File: src/rtl/assert_macros.svh
// ----------------------------------------------------------------------
// Assertion macros
// Shorthand for the concurrent checks used across the project.
// ----------------------------------------------------------------------
`ifndef ASSERT_MACROS_SVH
`define ASSERT_MACROS_SVH

// Clocked check that is switched off while reset is high.
`define ASSERT_CLK_RST(lbl, clk, rst, prop, msg) \
   lbl: assert property (@(posedge clk) disable iff (rst) prop) else $error(msg);

// Clocked check that also applies during reset.
`define ASSERT_CLK(lbl, clk, prop, msg) \
   lbl: assert property (@(posedge clk) prop) else $error(msg);

`endif

File: src/rtl/rtp_pkg.sv
// ----------------------------------------------------------------------
// Rectangular to polar converter package
// Widths, pipeline sizes, angle table and shared types.
// ----------------------------------------------------------------------
`default_nettype none

package rtp_pkg;

   // Field widths.
   localparam int RE_W    = 32;
   localparam int IM_W    = 32;
   localparam int MAG_W   = 41;
   localparam int PHASE_W = 17;

   localparam int MAG_FRAC_BITS   = 8;
   localparam int PHASE_FRAC_BITS = 16;

   // Magnitude path: exact integer square root of (re^2 + im^2) << 2F.
   localparam int SQ_W       = 2 * RE_W;
   localparam int SUM_W      = SQ_W + 1;
   localparam int RAD_W      = SUM_W + 2 * MAG_FRAC_BITS;
   localparam int SQRT_STEPS = (RAD_W + 1) / 2;
   localparam int RAD_PAD_W  = 2 * SQRT_STEPS;
   localparam int ROOT_W     = SQRT_STEPS;
   localparam int REM_W      = ROOT_W + 2;

   // Phase path: vectoring rotations on operands normalized to bit NORM_TOP.
   localparam int CORDIC_STEPS = 32;
   localparam int NORM_TOP     = 59;
   localparam int SHIFT_W      = $clog2(NORM_TOP + 1);
   localparam int LZC_W        = $clog2(RE_W);
   localparam int CW           = 63;
   localparam int ANG_FRAC     = 32;
   localparam int ZW           = 35;
   localparam int PHASE_DROP   = ANG_FRAC - PHASE_FRAC_BITS;

   localparam logic [ZW-1:0] HALF_PI_Q32 = ZW'(64'd6746518852);
   localparam logic [ZW-1:0] PHASE_ROUND = ZW'(1) << (PHASE_DROP - 1);
   localparam logic [PHASE_W-1:0] PHASE_HALF_PI =
      PHASE_W'((HALF_PI_Q32 + PHASE_ROUND) >> PHASE_DROP);

   // Result buffer in front of the output channel.
   localparam int OUT_BUF_DEPTH = 2;
   localparam int BUF_PTR_W     = $clog2(OUT_BUF_DEPTH);
   localparam int BUF_CNT_W     = $clog2(OUT_BUF_DEPTH + 1);

   typedef enum logic [1:0] {
      PC_CORDIC,
      PC_ZERO,
      PC_HALF_PI,
      PC_UNDEF
   } phase_case_type;

   typedef struct packed {
      logic [RAD_PAD_W-1:0] radicand;
      logic [CW-1:0]        x;
      logic [CW-1:0]        y;
      phase_case_type       pcase;
   } front_item_type;

   typedef struct packed {
      logic [MAG_W-1:0]   magnitude;
      logic [PHASE_W-1:0] phase;
      logic               phase_undefined;
   } rsp_item_type;

   // atan(2^-i) scaled by 2^32; past the table it equals 2^(32-i).
   function automatic logic signed [ZW-1:0] cordic_angle(input int step);
      logic signed [ZW-1:0] ang;
      case (step)
         0:  ang = ZW'(64'd3373259426);
         1:  ang = ZW'(64'd1991351318);
         2:  ang = ZW'(64'd1052175346);
         3:  ang = ZW'(64'd534100635);
         4:  ang = ZW'(64'd268086748);
         5:  ang = ZW'(64'd134174063);
         6:  ang = ZW'(64'd67103403);
         7:  ang = ZW'(64'd33553749);
         8:  ang = ZW'(64'd16777131);
         9:  ang = ZW'(64'd8388597);
         10: ang = ZW'(64'd4194303);
         default: begin
            if (step <= ANG_FRAC) begin
               ang = ZW'(64'd1 << (ANG_FRAC - step));
            end else begin
               ang = '0;
            end
         end
      endcase
      return ang;
   endfunction

endpackage

`default_nettype wire

File: src/rtl/rtp_front.sv
// ----------------------------------------------------------------------
// Front end
// Input register, squares, normalizing shift and case selection.
// ----------------------------------------------------------------------
`default_nettype none

module rtp_front import rtp_pkg::*; (
   input  wire logic            clock,
   input  wire logic            reset,
   input  wire logic            en,
   input  wire logic            in_valid,
   input  wire logic [RE_W-1:0] real_part,
   input  wire logic [IM_W-1:0] imag_part,
   output logic                 out_valid,
   output front_item_type       out_item
);

   // Stage 0: input register.
   logic            v0_ff;
   logic [RE_W-1:0] re0_ff;
   logic [IM_W-1:0] im0_ff;

   // Stage 1: squares and shift amount.
   logic               v1_ff;
   logic [RE_W-1:0]    re1_ff;
   logic [IM_W-1:0]    im1_ff;
   logic [SQ_W-1:0]    sq_re1_ff, sq_re1_in;
   logic [SQ_W-1:0]    sq_im1_ff, sq_im1_in;
   logic [SHIFT_W-1:0] shift1_ff, shift1_in;
   phase_case_type     pc1_ff, pc1_in;

   // Stage 2: radicand and normalized operands.
   logic           v2_ff;
   front_item_type item2_ff, item2_in;

   logic [RE_W-1:0]  max_part;
   logic [LZC_W-1:0] top_bit;
   logic [SUM_W-1:0] sq_sum;

   always_comb begin
      max_part = (re0_ff > RE_W'(im0_ff)) ? re0_ff : RE_W'(im0_ff);
      top_bit  = '0;
      for (int b = 0; b < RE_W; b++) begin
         if (max_part[b]) top_bit = LZC_W'(b);
      end
      // Moves the leading one of the larger part up to bit NORM_TOP.
      shift1_in = SHIFT_W'(NORM_TOP) - SHIFT_W'(top_bit);
      sq_re1_in = SQ_W'(re0_ff) * SQ_W'(re0_ff);
      sq_im1_in = SQ_W'(im0_ff) * SQ_W'(im0_ff);
      if (re0_ff == '0 && im0_ff == '0) begin
         pc1_in = PC_UNDEF;
      end else if (re0_ff == '0) begin
         pc1_in = PC_HALF_PI;
      end else if (im0_ff == '0) begin
         pc1_in = PC_ZERO;
      end else begin
         pc1_in = PC_CORDIC;
      end
   end

   always_comb begin
      sq_sum            = SUM_W'(sq_re1_ff) + SUM_W'(sq_im1_ff);
      item2_in.radicand = RAD_PAD_W'(sq_sum) << (2 * MAG_FRAC_BITS);
      item2_in.x        = CW'(SQ_W'(re1_ff) << shift1_ff);
      item2_in.y        = CW'(SQ_W'(im1_ff) << shift1_ff);
      item2_in.pcase    = pc1_ff;
   end

   always_ff @(posedge clock) begin
      if (reset) begin
         v0_ff <= 1'b0;
         v1_ff <= 1'b0;
         v2_ff <= 1'b0;
      end else if (en) begin
         v0_ff <= in_valid;
         v1_ff <= v0_ff;
         v2_ff <= v1_ff;
      end
   end

   always_ff @(posedge clock) begin
      if (en) begin
         re0_ff    <= real_part;
         im0_ff    <= imag_part;
         re1_ff    <= re0_ff;
         im1_ff    <= im0_ff;
         sq_re1_ff <= sq_re1_in;
         sq_im1_ff <= sq_im1_in;
         shift1_ff <= shift1_in;
         pc1_ff    <= pc1_in;
         item2_ff  <= item2_in;
      end
   end

   assign out_valid = v2_ff;
   assign out_item  = item2_ff;

endmodule

`default_nettype wire

File: config.mk
export PLATFORM = sky130hd
export DESIGN_NAME = rtp_front
export DESIGN_NICKNAME = d
export VERILOG_FILES = /design/src/rtl/assert_macros.svh /design/src/rtl/rtp_pkg.sv /design/src/rtl/rtp_front.sv
export SDC_FILE = /design/constraint.sdc
export NUM_CORES = 2
export LEC_CHECK = 0
export ABC_AREA = 1
export BUFFER_PORTS_ARGS = -buffer_cell sky130_fd_sc_hd__buf_2
export CORE_ASPECT_RATIO = 0.9
export CORE_MARGIN = 2
export CORE_UTILIZATION = 30
export DETAILED_ROUTE_END_ITERATION = 12
export HOLD_SLACK_MARGIN = 0.1
export PLACE_DENSITY_LB_ADDON = 0.25
export SYNTH_ARGS = -nofsm -noshare
export SYNTH_HDL_FRONTEND = slang
export SYNTH_SLANG_ARGS = --single-unit
File: constraint.sdc
create_clock -name clock -period 8.5 [get_ports clock]
set_input_delay 0.85 -clock clock [delete_from_list [all_inputs] [get_ports clock]]
set_output_delay 0.85 -clock clock [all_outputs]
set_load 0.005 [all_outputs]
# After elaboration in Yosys (flattened, before gate mapping)
# Index checks and enable logic that the tools add are counted.
[totals] register_bits=460 inputBits=68
[classes] n_lt_le_gt_ge=1 shifts=2 multipliers=2 n_reduce_logical=4 mux=34 addsub=2
[ops] op="5-bit two-way mux" n=29
[ops] op="32-bit by 32-bit multiplier with 64-bit output" n=2
[ops] op="32-bit by 6-bit << shifter with 63-bit output" n=2
[ops] op="64-bit by 64-bit adder with 65-bit output" n=1
[ops] op="32-bit logical NOT" n=2
[ops] op="32-bit greater-than comparator" n=1
[ops] op="32-bit two-way mux" n=1
[ops] op="6-bit by 5-bit subtractor with 6-bit output (first input constant)" n=1
[ops] op="1-bit two-way mux" n=3
[ops] op="2-bit two-way mux" n=1
[ops] op="2-bit OR reduction" n=1
[ops] op="1-bit logical AND" n=1

# Longest topological paths before layout
[logic_depth] ltp_word=34 mapped_depth=46

# Least setup slack after synthesis
# No wires, ideal clock.
[synth_timing] path_kind="reg2reg" from="register re0_ff[16]" to="register sq_re1_ff[61] (data pin)" slack_ns=0.946 period_less_slack_ns=7.554 required_ns=8.240 path_stages_with_launch=38 t_arrival_ns=7.294 path_buffers=2 path_cell_list="edfxtp_1 > clkbuf_1 > clkbuf_1 > nand2_1 > fa_1 > inv_1 > fa_1 > inv_1 > fa_1 > inv_1 > fa_1 > inv_1 > fa_1 > inv_1 > fa_1 > fa_1 > inv_1 > fa_1 > [2 not listed] > nand2_1 > nor2_1 > inv_1 > o21bai_2 > nand2_1 > nand2_2 > nand2_2 > nand2_2 > a21oi_4 > o21ai_4 > a21oi_4 > o21ai_2 > a21oi_4 > o21ai_2 > nand3_2 > nor2_1 > nor2_1 > xor2_1"
[synth_via] elab_chain_cells=1
[synth_rtl] element="from (decl)" line_no="rtp_front.sv:20" rtl="logic [RE_W-1:0] re0_ff;"
[synth_rtl] element="from (signal assigned)" line_no="rtp_front.sv:83" rtl="re0_ff <= real_part;"
[synth_rtl] element="32-bit by 32-bit multiplier with 64-bit output" line_no="rtp_front.sv:48" rtl="sq_re1_in = SQ_W'(re0_ff) * SQ_W'(re0_ff);"
[synth_rtl] element="named net sq_re1_in[61]" line_no="rtp_front.sv:27" rtl="logic [SQ_W-1:0] sq_re1_ff, sq_re1_in;"
[synth_rtl] element="to (signal assigned)" line_no="rtp_front.sv:87" rtl="sq_re1_ff <= sq_re1_in;"
[synth_rtl] element="to (decl)" line_no="rtp_front.sv:27"
# The timed path passes the listed nets, and every way through them passes these cells.
# A chain may end at the register's enable or synchronous reset.

# Worst setup path after layout
[layout_timing] from="register re0_ff[21]" to="register sq_re1_ff[58] (data pin)"
# The elaborated chain is that of the path after synthesis.

==> flow_summary.yaml <==
synthesis:
  syn_inst: 9030
  avgSynthCellArea_um2: 9.016
  synth_commonest_cells: "inv_1, nand2_1, fa_1"
  yosysMostFrequentCell: "inv_1"
  synth_ff_type: "edfxtp_1"
  synth_warnings: 0
  synth_seq_cells: 456
  synth.distinct_cells: 65
  ys_async_sr_fraction: 0
  synth.area.top_cells: "fa_1, edfxtp_1, inv_1"
  yosysTopAreaCellShare: 0.3974
  syn_area_mm2: 0.08141
  synth-edff-count: 453
  synth_top_area_cell: "fa_1"
  yosysSeqAreaShare: 0.1678
worst_setup_path:
  setup.worst_path.class: "flop to flop"
  required_ps: 8950
  crit_top_cell: "fa_1"
  slowest_stage: "edfxtp_1"
  arrival_ps: 8600
  r2r_slack_ps: 350
  startpoint_type: "flop"
  cp-end-kind: "flop"
  path_max_fanout: 8
  max_stage_delay_ps: 860
global_routing:
  antenna_found_initial: 8
  grt_pass1_vias: 63250
  met3_usage: 0.02842
  grt.total_usage: 0.1814
  use_met1: 0.2554
  overflow: 0
  gr-max-usage-layer: "met2"
  use_met2: 0.2920
  grt_pass1_wl_um: 383500
  grt_max_degree: 127
timing:
  worst_pin_slew_ps: 1179
  setup_violations: 0
  slew_headroom: 0.2133
  fmax_mhz: 122.7
  finClkSkew_ps: 36.71
  fin_ws_ps: 350.3
  finalCritPeriodShare: 0.9588
  rsz0062_at_grt: "no"
  min_period_ps: 8150
  final_hold_viol_count: 0
  holdWs_ps: 323.0
  setup-tns-final_ps: 0
  final_max_slew_viol_count: 0
die:
  coreArea_mm2: 0.2702
  dieHeight_um: 498.2
  io_pins: 279
  die_area_mm2: 0.2756
  start_util: 0.3013
  fp.dieW_um: 553.1
  num_rows: 181
placed_design:
  port_buffers: 261
  place_congestion: 0.9189
  hpwlAfterDp_um: 205300
  place_ws_ps: 110.6
job:
  cap_viol_max_count: 0
detailed_routing:
  drt_iter0_markers: 4052
  dr.pass1.iters: 6
  vias: 58270
  vias_per_cell: 4.532
  postRouteAntennaNets: 0
  routed_wl_um: 245600
  wl_per_cell_um: 19.10
  drc: 0
clock_network:
  cts_resized: 0
  cts_inserted_buffers: 60
  h-tree-depth: 2
  cts_hold_buf: 0
  clockBufferDepth: 3
  clock_latency_ps: 700
  cts_tree: "yes"
  cts_num_sinks: 456
  root_buffer: "clkbuf_16"
  clkTransAtPathRegs_ps: 60
finish:
  final_nets: 11560
  final_layout_size_suffix_gt1_frac: 0.07949
  final_util: 0.3324
  syn2layout_area_growth_pct: 10.30
run_status:
  status: "completed"
worst_hold_path:
  hp-class: "input port to flop"
-- what timing repair did --
action	in CTS	in global routing
setup endpoints to repair	0	26
hold endpoints to repair	0	0
setup buffers	0	27
-- worst max-delay path: cells and delay by family, from the launching register on --
family,cells,cell delay [ps]
AO/OA/AOI/OAI,7,1350
XOR/XNOR,1,150
adder cells (fa/ha/maj),9,4380
buffers and inverters,9,790
flip-flops,1,860
AND/OR/NAND/NOR,3,330
-- state kept, by name, indices dropped and copies added (netlist names), 2 cells and up --
signal,cells
re0_ff,32
im0_ff,32
sq_im1_ff,62
shift1_ff,6
pc1_ff,2
sq_re1_ff,62
im1_ff,32
re1_ff,32
out_item,193
-- cells by family after synthesis --
family,share of synthesized area
buffers and inverters,0.1439
AND/OR/NAND/NOR,0.1066
adder cells (fa/ha/maj),0.4959
flip-flops,0.1678
other,0.00004606
XOR/XNOR,0.02345
AO/OA/AOI/OAI,0.05923
multiplexers,0.002951
-- cell type report --
type                       count  area (µm²)
antenna                        6       15.01
tap                         3568        4464
clock buffer                  71        1604
inverter                    2739       10280
multi-input combinational   5493       56090
sequential                   456       13660
clock inverter                42       420.4
fill                       28080      180400
timing repair buffer         483        3258
-- placed cells by master, fill, tap and decap left out, types with 27 or more instances in the layout --
cell       synthesis  layout
a21oi_1          234     234
nor3_1            33      33
nand3_1           91      91
buf_2              3     260
a31oi_1           42      42
nor2_1           288     288
edfxtp_1         453     453
xnor2_1           82      82
o221ai_1          32      32
buf_4             18     200
inv_1           2726    2726
xor2_1           136     136
clkbuf_16          0      61
nand2_1         1687    1687
o22ai_1           30      30
nand2_2           28      28
o21ai_0          286     286
fa_1            1616    1616
ha_1             641     641
o21ai_2           27      27
-- metal layers --
layer | vias up | part of all wire | wire length (µm)
li1 | 26870 | - | -
met1 | 29520 | 0.45 | 111200
met2 | 1647 | 0.46 | 113300
met3 | 237 | 0.062 | 15230
met4 | 2 | 0.024 | 5881
met5 | - | 0.000053 | 13
-- per-stage QoR --
| stage | cell area (µm²) | instances |
|---|---|---|
| finish | 89790 | 12860 |
| global route | 89790 | 12860 |
| CTS | 89510 | 12830 |
| detailed placement | 87490 | 12710 |
| global placement | 87490 | 12710 |
| floorplan | 81470 | 9046 |
-- worst paths after layout --
path	from	to	cells past startpoint
setup / recovery	re0_ff[21]	sq_re1_ff[58]	29
hold / removal	imag_part[11]	im0_ff[11]	1
setup reg to reg	re0_ff[21]	sq_re1_ff[58]	29
hold reg to reg	pc1_ff[1]	out_item[1]	0
Power is left out: the tool's default activity adds up to more than one toggle a clock period on the data nets, which glitch-free logic cannot reach.
