### src/rtl/assert_macros.svh
// ----------------------------------------------------------------------
// Assertion macros
// Shorthand for the concurrent checks used across the project.
// ----------------------------------------------------------------------
`ifndef ASSERT_MACROS_SVH
`define ASSERT_MACROS_SVH

// Clocked check that is switched off while reset is high.
`define ASSERT_CLK_RST(lbl, clk, rst, prop, msg) \
   lbl: assert property (@(posedge clk) disable iff (rst) prop) else $error(msg);

// Clocked check that also applies during reset.
`define ASSERT_CLK(lbl, clk, prop, msg) \
   lbl: assert property (@(posedge clk) prop) else $error(msg);

`endif

### src/rtl/rtp_pkg.sv
// ----------------------------------------------------------------------
// Rectangular to polar converter package
// Widths, pipeline sizes, angle table and shared types.
// ----------------------------------------------------------------------
`default_nettype none

package rtp_pkg;

   // Field widths.
   localparam int RE_W    = 32;
   localparam int IM_W    = 32;
   localparam int MAG_W   = 41;
   localparam int PHASE_W = 17;

   localparam int MAG_FRAC_BITS   = 8;
   localparam int PHASE_FRAC_BITS = 16;

   // Magnitude path: exact integer square root of (re^2 + im^2) << 2F.
   localparam int SQ_W       = 2 * RE_W;
   localparam int SUM_W      = SQ_W + 1;
   localparam int RAD_W      = SUM_W + 2 * MAG_FRAC_BITS;
   localparam int SQRT_STEPS = (RAD_W + 1) / 2;
   localparam int RAD_PAD_W  = 2 * SQRT_STEPS;
   localparam int ROOT_W     = SQRT_STEPS;
   localparam int REM_W      = ROOT_W + 2;

   // Phase path: vectoring rotations on operands normalized to bit NORM_TOP.
   localparam int CORDIC_STEPS = 32;
   localparam int NORM_TOP     = 59;
   localparam int SHIFT_W      = $clog2(NORM_TOP + 1);
   localparam int LZC_W        = $clog2(RE_W);
   localparam int CW           = 63;
   localparam int ANG_FRAC     = 32;
   localparam int ZW           = 35;
   localparam int PHASE_DROP   = ANG_FRAC - PHASE_FRAC_BITS;

   localparam logic [ZW-1:0] HALF_PI_Q32 = ZW'(64'd6746518852);
   localparam logic [ZW-1:0] PHASE_ROUND = ZW'(1) << (PHASE_DROP - 1);
   localparam logic [PHASE_W-1:0] PHASE_HALF_PI =
      PHASE_W'((HALF_PI_Q32 + PHASE_ROUND) >> PHASE_DROP);

   // Result buffer in front of the output channel.
   localparam int OUT_BUF_DEPTH = 2;
   localparam int BUF_PTR_W     = $clog2(OUT_BUF_DEPTH);
   localparam int BUF_CNT_W     = $clog2(OUT_BUF_DEPTH + 1);

   typedef enum logic [1:0] {
      PC_CORDIC,
      PC_ZERO,
      PC_HALF_PI,
      PC_UNDEF
   } phase_case_type;

   typedef struct packed {
      logic [RAD_PAD_W-1:0] radicand;
      logic [CW-1:0]        x;
      logic [CW-1:0]        y;
      phase_case_type       pcase;
   } front_item_type;

   typedef struct packed {
      logic [MAG_W-1:0]   magnitude;
      logic [PHASE_W-1:0] phase;
      logic               phase_undefined;
   } rsp_item_type;

   // atan(2^-i) scaled by 2^32; past the table it equals 2^(32-i).
   function automatic logic signed [ZW-1:0] cordic_angle(input int step);
      logic signed [ZW-1:0] ang;
      case (step)
         0:  ang = ZW'(64'd3373259426);
         1:  ang = ZW'(64'd1991351318);
         2:  ang = ZW'(64'd1052175346);
         3:  ang = ZW'(64'd534100635);
         4:  ang = ZW'(64'd268086748);
         5:  ang = ZW'(64'd134174063);
         6:  ang = ZW'(64'd67103403);
         7:  ang = ZW'(64'd33553749);
         8:  ang = ZW'(64'd16777131);
         9:  ang = ZW'(64'd8388597);
         10: ang = ZW'(64'd4194303);
         default: begin
            if (step <= ANG_FRAC) begin
               ang = ZW'(64'd1 << (ANG_FRAC - step));
            end else begin
               ang = '0;
            end
         end
      endcase
      return ang;
   endfunction

endpackage

`default_nettype wire

### src/rtl/rtp_out_buffer.sv
// ----------------------------------------------------------------------
// Result buffer
// Small FIFO between the pipeline and the output channel.
// ----------------------------------------------------------------------
`default_nettype none

module rtp_out_buffer import rtp_pkg::*; (
   input  wire logic         clock,
   input  wire logic         reset,
   input  wire logic         push_valid,
   input  wire rsp_item_type push_item,
   output logic              push_ready,
   input  wire logic         pop_ready,
   output logic              head_valid,
   output rsp_item_type      head_item
);

   rsp_item_type         mem_ff [0:OUT_BUF_DEPTH-1];
   logic [BUF_PTR_W-1:0] wr_ptr_ff, wr_ptr_in;
   logic [BUF_PTR_W-1:0] rd_ptr_ff, rd_ptr_in;
   logic [BUF_CNT_W-1:0] count_ff, count_in;
   logic                 push;
   logic                 pop;

   // Ready comes from a register, so the pipeline enable is clean.
   assign push_ready = (count_ff != BUF_CNT_W'(OUT_BUF_DEPTH));
   assign head_valid = (count_ff != '0);
   assign head_item  = mem_ff[rd_ptr_ff];
   assign push       = push_valid && push_ready;
   assign pop        = head_valid && pop_ready;

   always_comb begin
      wr_ptr_in = wr_ptr_ff;
      rd_ptr_in = rd_ptr_ff;
      count_in  = count_ff;
      if (push) begin
         wr_ptr_in = (wr_ptr_ff == BUF_PTR_W'(OUT_BUF_DEPTH - 1)) ? '0
                                                                  : wr_ptr_ff + 1'b1;
      end
      if (pop) begin
         rd_ptr_in = (rd_ptr_ff == BUF_PTR_W'(OUT_BUF_DEPTH - 1)) ? '0
                                                                  : rd_ptr_ff + 1'b1;
      end
      if (push && !pop) begin
         count_in = count_ff + 1'b1;
      end else if (pop && !push) begin
         count_in = count_ff - 1'b1;
      end
   end

   always_ff @(posedge clock) begin
      if (reset) begin
         wr_ptr_ff <= '0;
         rd_ptr_ff <= '0;
         count_ff  <= '0;
      end else begin
         wr_ptr_ff <= wr_ptr_in;
         rd_ptr_ff <= rd_ptr_in;
         count_ff  <= count_in;
      end
   end

   always_ff @(posedge clock) begin
      if (push) begin
         mem_ff[wr_ptr_ff] <= push_item;
      end
   end

endmodule

`default_nettype wire
### config.mk
export PLATFORM = sky130hd
export DESIGN_NAME = rtp_out_buffer
export DESIGN_NICKNAME = d
export VERILOG_FILES = /design/src/rtl/assert_macros.svh /design/src/rtl/rtp_pkg.sv /design/src/rtl/rtp_out_buffer.sv
export SDC_FILE = /design/constraint.sdc
export NUM_CORES = 1
export LEC_CHECK = 0
export BUFFER_PORTS_ARGS = -buffer_cell sky130_fd_sc_hd__buf_2
export CAP_MARGIN = 10
export CORE_MARGIN = 2
export CORE_UTILIZATION = 29
export DETAILED_ROUTE_END_ITERATION = 8
export PLACE_DENSITY = 0.49
export SLEW_MARGIN = 30
export SYNTH_ARGS = -nofsm -noshare
export SYNTH_HDL_FRONTEND = slang
export SYNTH_SLANG_ARGS = --single-unit
### constraint.sdc
create_clock -name clock -period 5.65 [get_ports clock]
set_clock_uncertainty 0.05 [all_clocks]
set_input_delay 0.8475 -clock clock [delete_from_list [all_inputs] [get_ports clock]]
set_output_delay 0.8475 -clock clock [all_outputs]
set_load 0.01 [all_outputs]
# Word level (Yosys, flattened, before mapping)

Memories as Yosys holds them, arrays and structs flattened. A register that Yosys moved wholly into a read port is not among the register bits.
Index checks and enable logic that the tools add are counted.

Memories: 1
Word-level logic and storage cells: 25
Output and inout port bits: 61
Input port bits: 63
Bits in writable memories: 118
Register bits: 4

Memory list:

| name   | depth | bits a word | rd ports | clocked after Yosys merged registers in | wr ports | line                 | text |
|---|---|---|---|---|---|---|---|
| mem_ff | 2     | 59          | 1        | 1                                       | 1        | rtp_out_buffer.sv:18 | `rsp_item_type mem_ff [0:OUT_BUF_DEPTH-1];` |

Equality and inequality tests: 1
Reduce and logical (&&, ||, !) cells: 8
Add/subtract/negate cells: 4
Muxes and demuxes: 8

Operators with widths:

| operator                                         | count |
|---|---|
| 2-to-1 mux 1 bit                                 | 6 |
| logical AND 1 bit                                | 4 |
| 2-to-1 mux 2 bit                                 | 2 |
| nonzero test 2 bit                               | 2 |
| adder 1 bit, second input constant               | 2 |
| adder 2 x 1 -> 2 bit, second input constant      | 1 |
| zero test 1 bit                                  | 2 |
| inequality test 2 bit, second input constant     | 1 |
| subtractor 2 x 1 -> 2 bit, second input constant | 1 |

# Depth between registers and ports, before layout

Gate-level depths: netlist (run 1).

Word-level depth: 6
Mapped depth: 6
Depth with buffers taken out: 6

# Worst setup path after synthesis (run 1)

Ideal clock, no wire load.

Path type: in2reg
From: in push_valid
To: mem mem_ff[1][0] (netlist bit), enable pin
Stages on the path: 1
Data arrival time: 2.289 ns
Setup slack: 2.887 ns
Buffers on the path: 0
Setup time: 0.423 ns
Path through: and3_1

Cells in the longest elaborated chain, start to end: 3

RTL lines:

| what                                   | line                 | text |
|---|---|---|
| from (decl)                            | rtp_out_buffer.sv:10 | `input wire logic push_valid,` |
| logical AND 1 bit                      | rtp_out_buffer.sv:29 | `assign push = push_valid && push_ready;` |
| 2-to-1 mux 1 bit                       | rtp_out_buffer.sv:64 | `if (push) begin` |
| 2-to-1 mux 1 bit (not written as such) | rtp_out_buffer.sv:65 | `mem_ff[wr_ptr_ff] <= push_item;` |
| to (decl)                              | rtp_out_buffer.sv:18 |  |

No other way between the ends.

==> results of run 1 <==
==> state kept, by name, summed over array words and instances (netlist names), named ones only <==
signal     count
mem_ff       118
wr_ptr_ff      1
count_ff       2
rd_ptr_ff      1
==> per-layer routing <==
metal  global-route usage (%)  wire length [µm]  vias to the layer above
li1                         -                 -                     1097
met1                     12.4              3700                     1144
met2                     16.6              4030                       82
met3                     4.32               526                       14
met4                     5.56               139                        0
met5                        0                 0                        -
==> stage by stage <==
stage | utilization [%] | power (mW) | setup WS (ps) | area (µm²)
final | 38.7 | 2.77 | 2780 | 5880
after global routing | 38.7 | 2.92 | 2670 | 5880
after CTS | 38.7 | 2.83 | 2700 | 5880
after detailed placement | 35.1 | 1.82 | 3150 | 5340
after global placement | 35.1 | 1.81 | 3150 | 5340
after floorplan | - | 1.59 | 2890 | 4520
==> where the power goes <==
part	internal, mW	switching (mW)
registers	1.14	0.0931
logic	0.285	0.255
clock network	0.636	0.357
total	2.07	0.706
==> kinds of logic (layout without fill, tap and decap cells) <==
| group | Yosys count | in the layout | synth area share [%] |
|---|---|---|---|
| flip-flops | 123 | 123 | 80.7 |
| multiplexers | 59 | 59 | 15.5 |
| AND/OR/NAND/NOR | 9 | 9 | 1.11 |
| buffers and inverters | 8 | 157 | 1.14 |
| AO/OA/AOI/OAI | 5 | 5 | 0.665 |
| XOR/XNOR | 3 | 3 | 0.582 |
| adder cells (fa/ha/maj) | 1 | 1 | 0.277 |
==> placed cells by master (no fill, tap or decap), types with 2 or more instances in the layout <==
master     instances
mux2_2            49
a21oi_1            2
mux2_4            10
edfxtp_1         118
buf_2            123
clkinv_1           3
buf_4              2
bufinv_16          2
xor2_1             3
clkinv_2           5
clkbuf_16         17
dfxtp_1            4
nor2_1             3
clkbuf_1           3
==> cell type report <==
type                            count  area [µm²]
Clock inverter                     11         104
Clock buffer                       20         437
Tap cell                          188         235
Timing Repair Buffer              125         631
Multi-Input combinational cell     77         822
Fill cell                        1441        9320
Sequential cell                   123        3650
Inverter                            1        3.75
==> critical path, cell delays in order, from the launching register on <==
cell	delay (ps)
dfxtp_4	880
mux2_2	440
buf_2	140
==> final timing paths <==
kind / endpoint / slack, ps / cells after the start
setup / recovery: head_item[7] / 2780 / 2
hold / removal: rd_ptr_ff / 450 / 2
setup reg to reg: mem_ff[1][35] / 3700 / 3
hold reg to reg: rd_ptr_ff / 450 / 2
==> out/metrics.yaml, run 1 <==
synth_area_leaders: "edfxtp_1 78%, mux2_2 12%, mux2_4 3.3%, dfxtp_1 2.2%, xor2_1 0.58%"
min_period_ps: 2870
grt_max_degree: 60
cap_violations: 0
vias: 2337
die_h_um: 129
start_util_pct: 29.7
place.gp.congestion: 0.648
synth_area_um2: 4520
min_path_type: "flop to flop"
setup_tns_ps: 0
drc_errors: 0
synth.most_common_cell: "edfxtp_1"
r2r_start: "count_ff[0]"
drt-total-wl_mm: 8.40
portBuffers: 123
syn_nets: 272
core_um2: 15200
grt_pass1_wl_mm: 12.7
diodes: 0
insertion_delay_ps: 400
setup_violations: 0
fin_cells: 545
slew_headroom_pct: 39.1
clk_pin_slew_ps: 50
ant_nets: 0
synthDistinctLibCells: 20
fin_crit_sh_pct: 50.8
synth_edf_count: 118
yosys_warnings: 0
synth-main-ff-cell: "edfxtp_1"
cts_inserted_buffers: 17
htree_levels: 4
netlist_instances: 208
cellLeakagePower_nw: 2.21
die_area_um2: 16600
synthTopCellsByCount: "118 x edfxtp_1, 49 x mux2_2, 10 x mux2_4"
cts_hold_buffers: 0
area_growth_pct: 30.2
vias_per_cell: 4.29
p_per_area_nw_per_um2: 471
post-cts-setup-buffer-count: 0
critPathKind: "flop to output pin"
cts_resized: 0
worst_pin_slew_ps: 913
avgSynthCellArea_um2: 21.7
grt_usage_pct: 10.6
synth_top_area_share_pct: 78.5
peakVddDrop_uv: 264
clock_path_buffers: 2
grt_pass1_vias: 2497
cts_root_buf: "clkbuf_16"
ys_seq_area_share_pct: 80.7
dp_hpwl_mm: 5.02
crit_fanout: 59
timing.hold.ws_ps: 447
cts.sinks: 123
async_flop_share_pct: 0
required_ps: 4750
final_max_slew_viol_count: 0
min-delay-start: "rd_ptr_ff"
io_pins: 124
grt_overflow: 0
yosys.area.top_type: "edfxtp_1"
fin_nets: 409
antenna_found_initial: 0
dp.cells: 514
drive_gt1_share_pct: 59.9
drt_iter0_markers: 120
fmax_mhz: 348
rows: 45
hold_violations: 0
avgRoutedWirePerCell_um: 15.4
synth_seq_cells: 123
drt-pass1-iter-count: 4
arrival_ps: 1970
worstSetupEndpointType: "output pin"
die_x_um: 129
cts_tree: "built"
rsz0062_at_grt: "false"
status: "finished clean"
critPathLaunchType: "flop"
Note: power is estimated with default switching activity, not from simulation.
==> run 2, diff against run 1 <==
--- a/config.mk
+++ b/config.mk
@@ -5,12 +5,13 @@
 export SDC_FILE = /design/constraint.sdc
 export NUM_CORES = 1
 export LEC_CHECK = 0
+export ABC_AREA = 1
 export BUFFER_PORTS_ARGS = -buffer_cell sky130_fd_sc_hd__buf_2
 export CAP_MARGIN = 10
 export CORE_MARGIN = 2
 export CORE_UTILIZATION = 29
 export DETAILED_ROUTE_END_ITERATION = 8
-export PLACE_DENSITY = 0.49
+export PLACE_DENSITY = 0.51
 export SLEW_MARGIN = 30
 export SYNTH_ARGS = -nofsm -noshare
 export SYNTH_HDL_FRONTEND = slang
==> constraint.sdc (replaced) <==
create_clock -name clock -period 2.5 [get_ports clock]
set_clock_uncertainty 0.05 [all_clocks]
set_input_delay 0.375 -clock clock [delete_from_list [all_inputs] [get_ports clock]]
set_output_delay 0.375 -clock clock [all_outputs]
set_load 0.01 [all_outputs]
==> out/metrics.yaml, run 2 <==
p_sw_mw: 1.61
cts_inserted_buffers: 17
start_util_pct: 29.8
clock_path_buffers: 2
hold_violations: 0
cts.sinks: 123
power_frac_comb_pct: 19.5
crit_cells: 3
p_per_area_nw_per_um2: 1070
worst_pin_slew_ps: 505
io_pins: 124
final_common_cell: "buf_2"
crit_chain: "buf_12 -> mux2_2 -> buf_2"
ant_nets: 0
diodes: 0
cellLeakagePower_nw: 2.29
worstHoldPathCells: 1
cp_top_family: "flip-flops"
die_x_um: 129
fin_crit_sh_pct: 89.4
syn_nets: 285
async_flop_share_pct: 0
layout_common_cells: "123 x buf_2, 118 x edfxtp_1, 49 x mux2_2"
netlist_instances: 221
area_growth_pct: 32.9
path_buf_inv: 2
cts_root_buf: "clkbuf_16"
synth_area_leaders: "edfxtp_1 78%, mux2_2 12%, mux2_4 3.3%, dfxtp_1 2.2%, nand2_1 0.74%"
setup_tns_ps: 0
required_ps: 2080
fin_util_pct: 39.6
min_period_ps: 2240
die_h_um: 129
ys_seq_area_share_pct: 80.2
fin_cells: 585
place.gp.congestion: 0.696
htree_levels: 4
drt-total-wl_mm: 8.37
insertion_delay_ps: 410
p_int_mw: 4.85
setup_violations: 0
vias_per_cell: 4.04
synth_top_area_share_pct: 78.0
final_cell_area_um2: 6040
fmax_mhz: 447
cts_hold_buffers: 0
min-delay-start: "push_item[52]"
antenna_found_initial: 0
postLayoutSetupSlackWorst_ps: 264
top_register: "mem_ff"
fill_cells: 1414
reg2regPathDepth: 5
vias: 2366
dp_slack_ps: 638
grt_pass1_vias: 2476
peakVddDrop_uv: 464
cts_resized: 0
critPathKind: "flop to output pin"
sw_frac_of_total_pct: 24.8
dpl_cell_area_um2: 5430
cap_violations: 0
drive_gt1_share_pct: 58.6
r2r_start: "count_ff[0]"
synthDistinctLibCells: 15
worstSetupEndpointType: "output pin"
arrival_ps: 1810
dp_hpwl_mm: 5.41
rows: 45
synth-main-ff-cell: "edfxtp_1"
synth_seq_cells: 123
slowest_delay_ps: 570
grt_pass1_wl_mm: 12.4
synthTopCellsByCount: "118 x edfxtp_1, 49 x mux2_2, 10 x mux2_4"
post-cts-setup-buffer-count: 0
p_seq_share_pct: 42.2
fin_nets: 425
grt_usage_pct: 10.3
yosys.area.top_type: "edfxtp_1"
avgRoutedWirePerCell_um: 14.3
synth.most_common_cell: "edfxtp_1"
largest_reg_flops: 118
grt_max_degree: 36
avgSynthCellArea_um2: 20.6
dp.cells: 553
min_path_type: "input pin to flop"
grt_overflow: 0
clk_pin_slew_ps: 60
drt-pass1-iter-count: 6
synth_edf_count: 118
slew_headroom_pct: 66.3
clkPwrFrac_pct: 38.3
drt_iter0_markers: 131
status: "finished clean"
portBuffers: 123
die_area_um2: 16700
top_regs: "mem_ff: 118 flops, count_ff: 2 flops"
critPathLaunchType: "flop"
yosys_warnings: 0
rsz0062_at_grt: "false"
final_max_slew_viol_count: 0
core_um2: 15300
drc_errors: 0
crit_fanout: 35
synth_area_um2: 4540
reg2reg_slack_ps: 820
cts_tree: "built"
cp_slowest_cell: "dfxtp_4"
[run 2: cell count changes after synthesis, sizes merged, moves of 2 or more]
cell	before	now
inv	1	8
nand2	0	9
nor2	3	7
nand3	0	2
xor2	3	0
[run 2: logic make-up after synthesis]
kind of cell    Yosys count  synth area share [%]
simple gates             19                  1.68
compound gates            4                 0.441
fa+ha+maj                 1                 0.275
mux                      59                  15.5
flops                   123                  80.2
buf+inv                  15                  1.93
[run 2: per-layer routing]
| layer | up-vias | share of wire, % | global-route usage (%) |
|---|---|---|---|
| met4 | 0 | 1.6 | 5.37 |
| met3 | 10 | 6.4 | 4.54 |
| met1 | 1145 | 43 | 11.5 |
| li1 | 1131 | - | - |
| met2 | 80 | 49 | 16.7 |
| met5 | - | 0 | 0 |
[run 2: final timing paths]
check,end
worst max register to register,mem_ff[1][48]
worst min register to register,rd_ptr_ff
worst min-delay path,mem_ff[0][52]
worst max-delay path,head_item[21]
[run 2: final cells by class]
class | count | area, µm² | area share, %
clock inverters | 15 | 180 | 2.98
multi-input cells | 83 | 826 | 13.7
flip-flops and latches | 123 | 3650 | 60.4
repair buffers | 128 | 666 | 11.0
well taps | 211 | 264 | 4.37
clock buffers | 17 | 425 | 7.05
inverters | 8 | 30.0 | 0.497
[run 2: power groups by stage]
stage	registers (mW)	logic, mW	clock network (mW)
after floorplan	2.71	0.864	0
after global placement	2.76	1.29	0
after detailed placement	2.77	1.30	0
after CTS	2.73	1.30	2.54
after global routing	2.76	1.39	2.64
final	2.72	1.26	2.47
[run 2: per-stage QoR]
stage,total power [mW],hold WS (ps)
global placement,4.05,428
finish,6.46,102
global route,6.79,79.9
CTS,6.58,79.4
detailed placement,4.07,447
floorplan,3.57,415
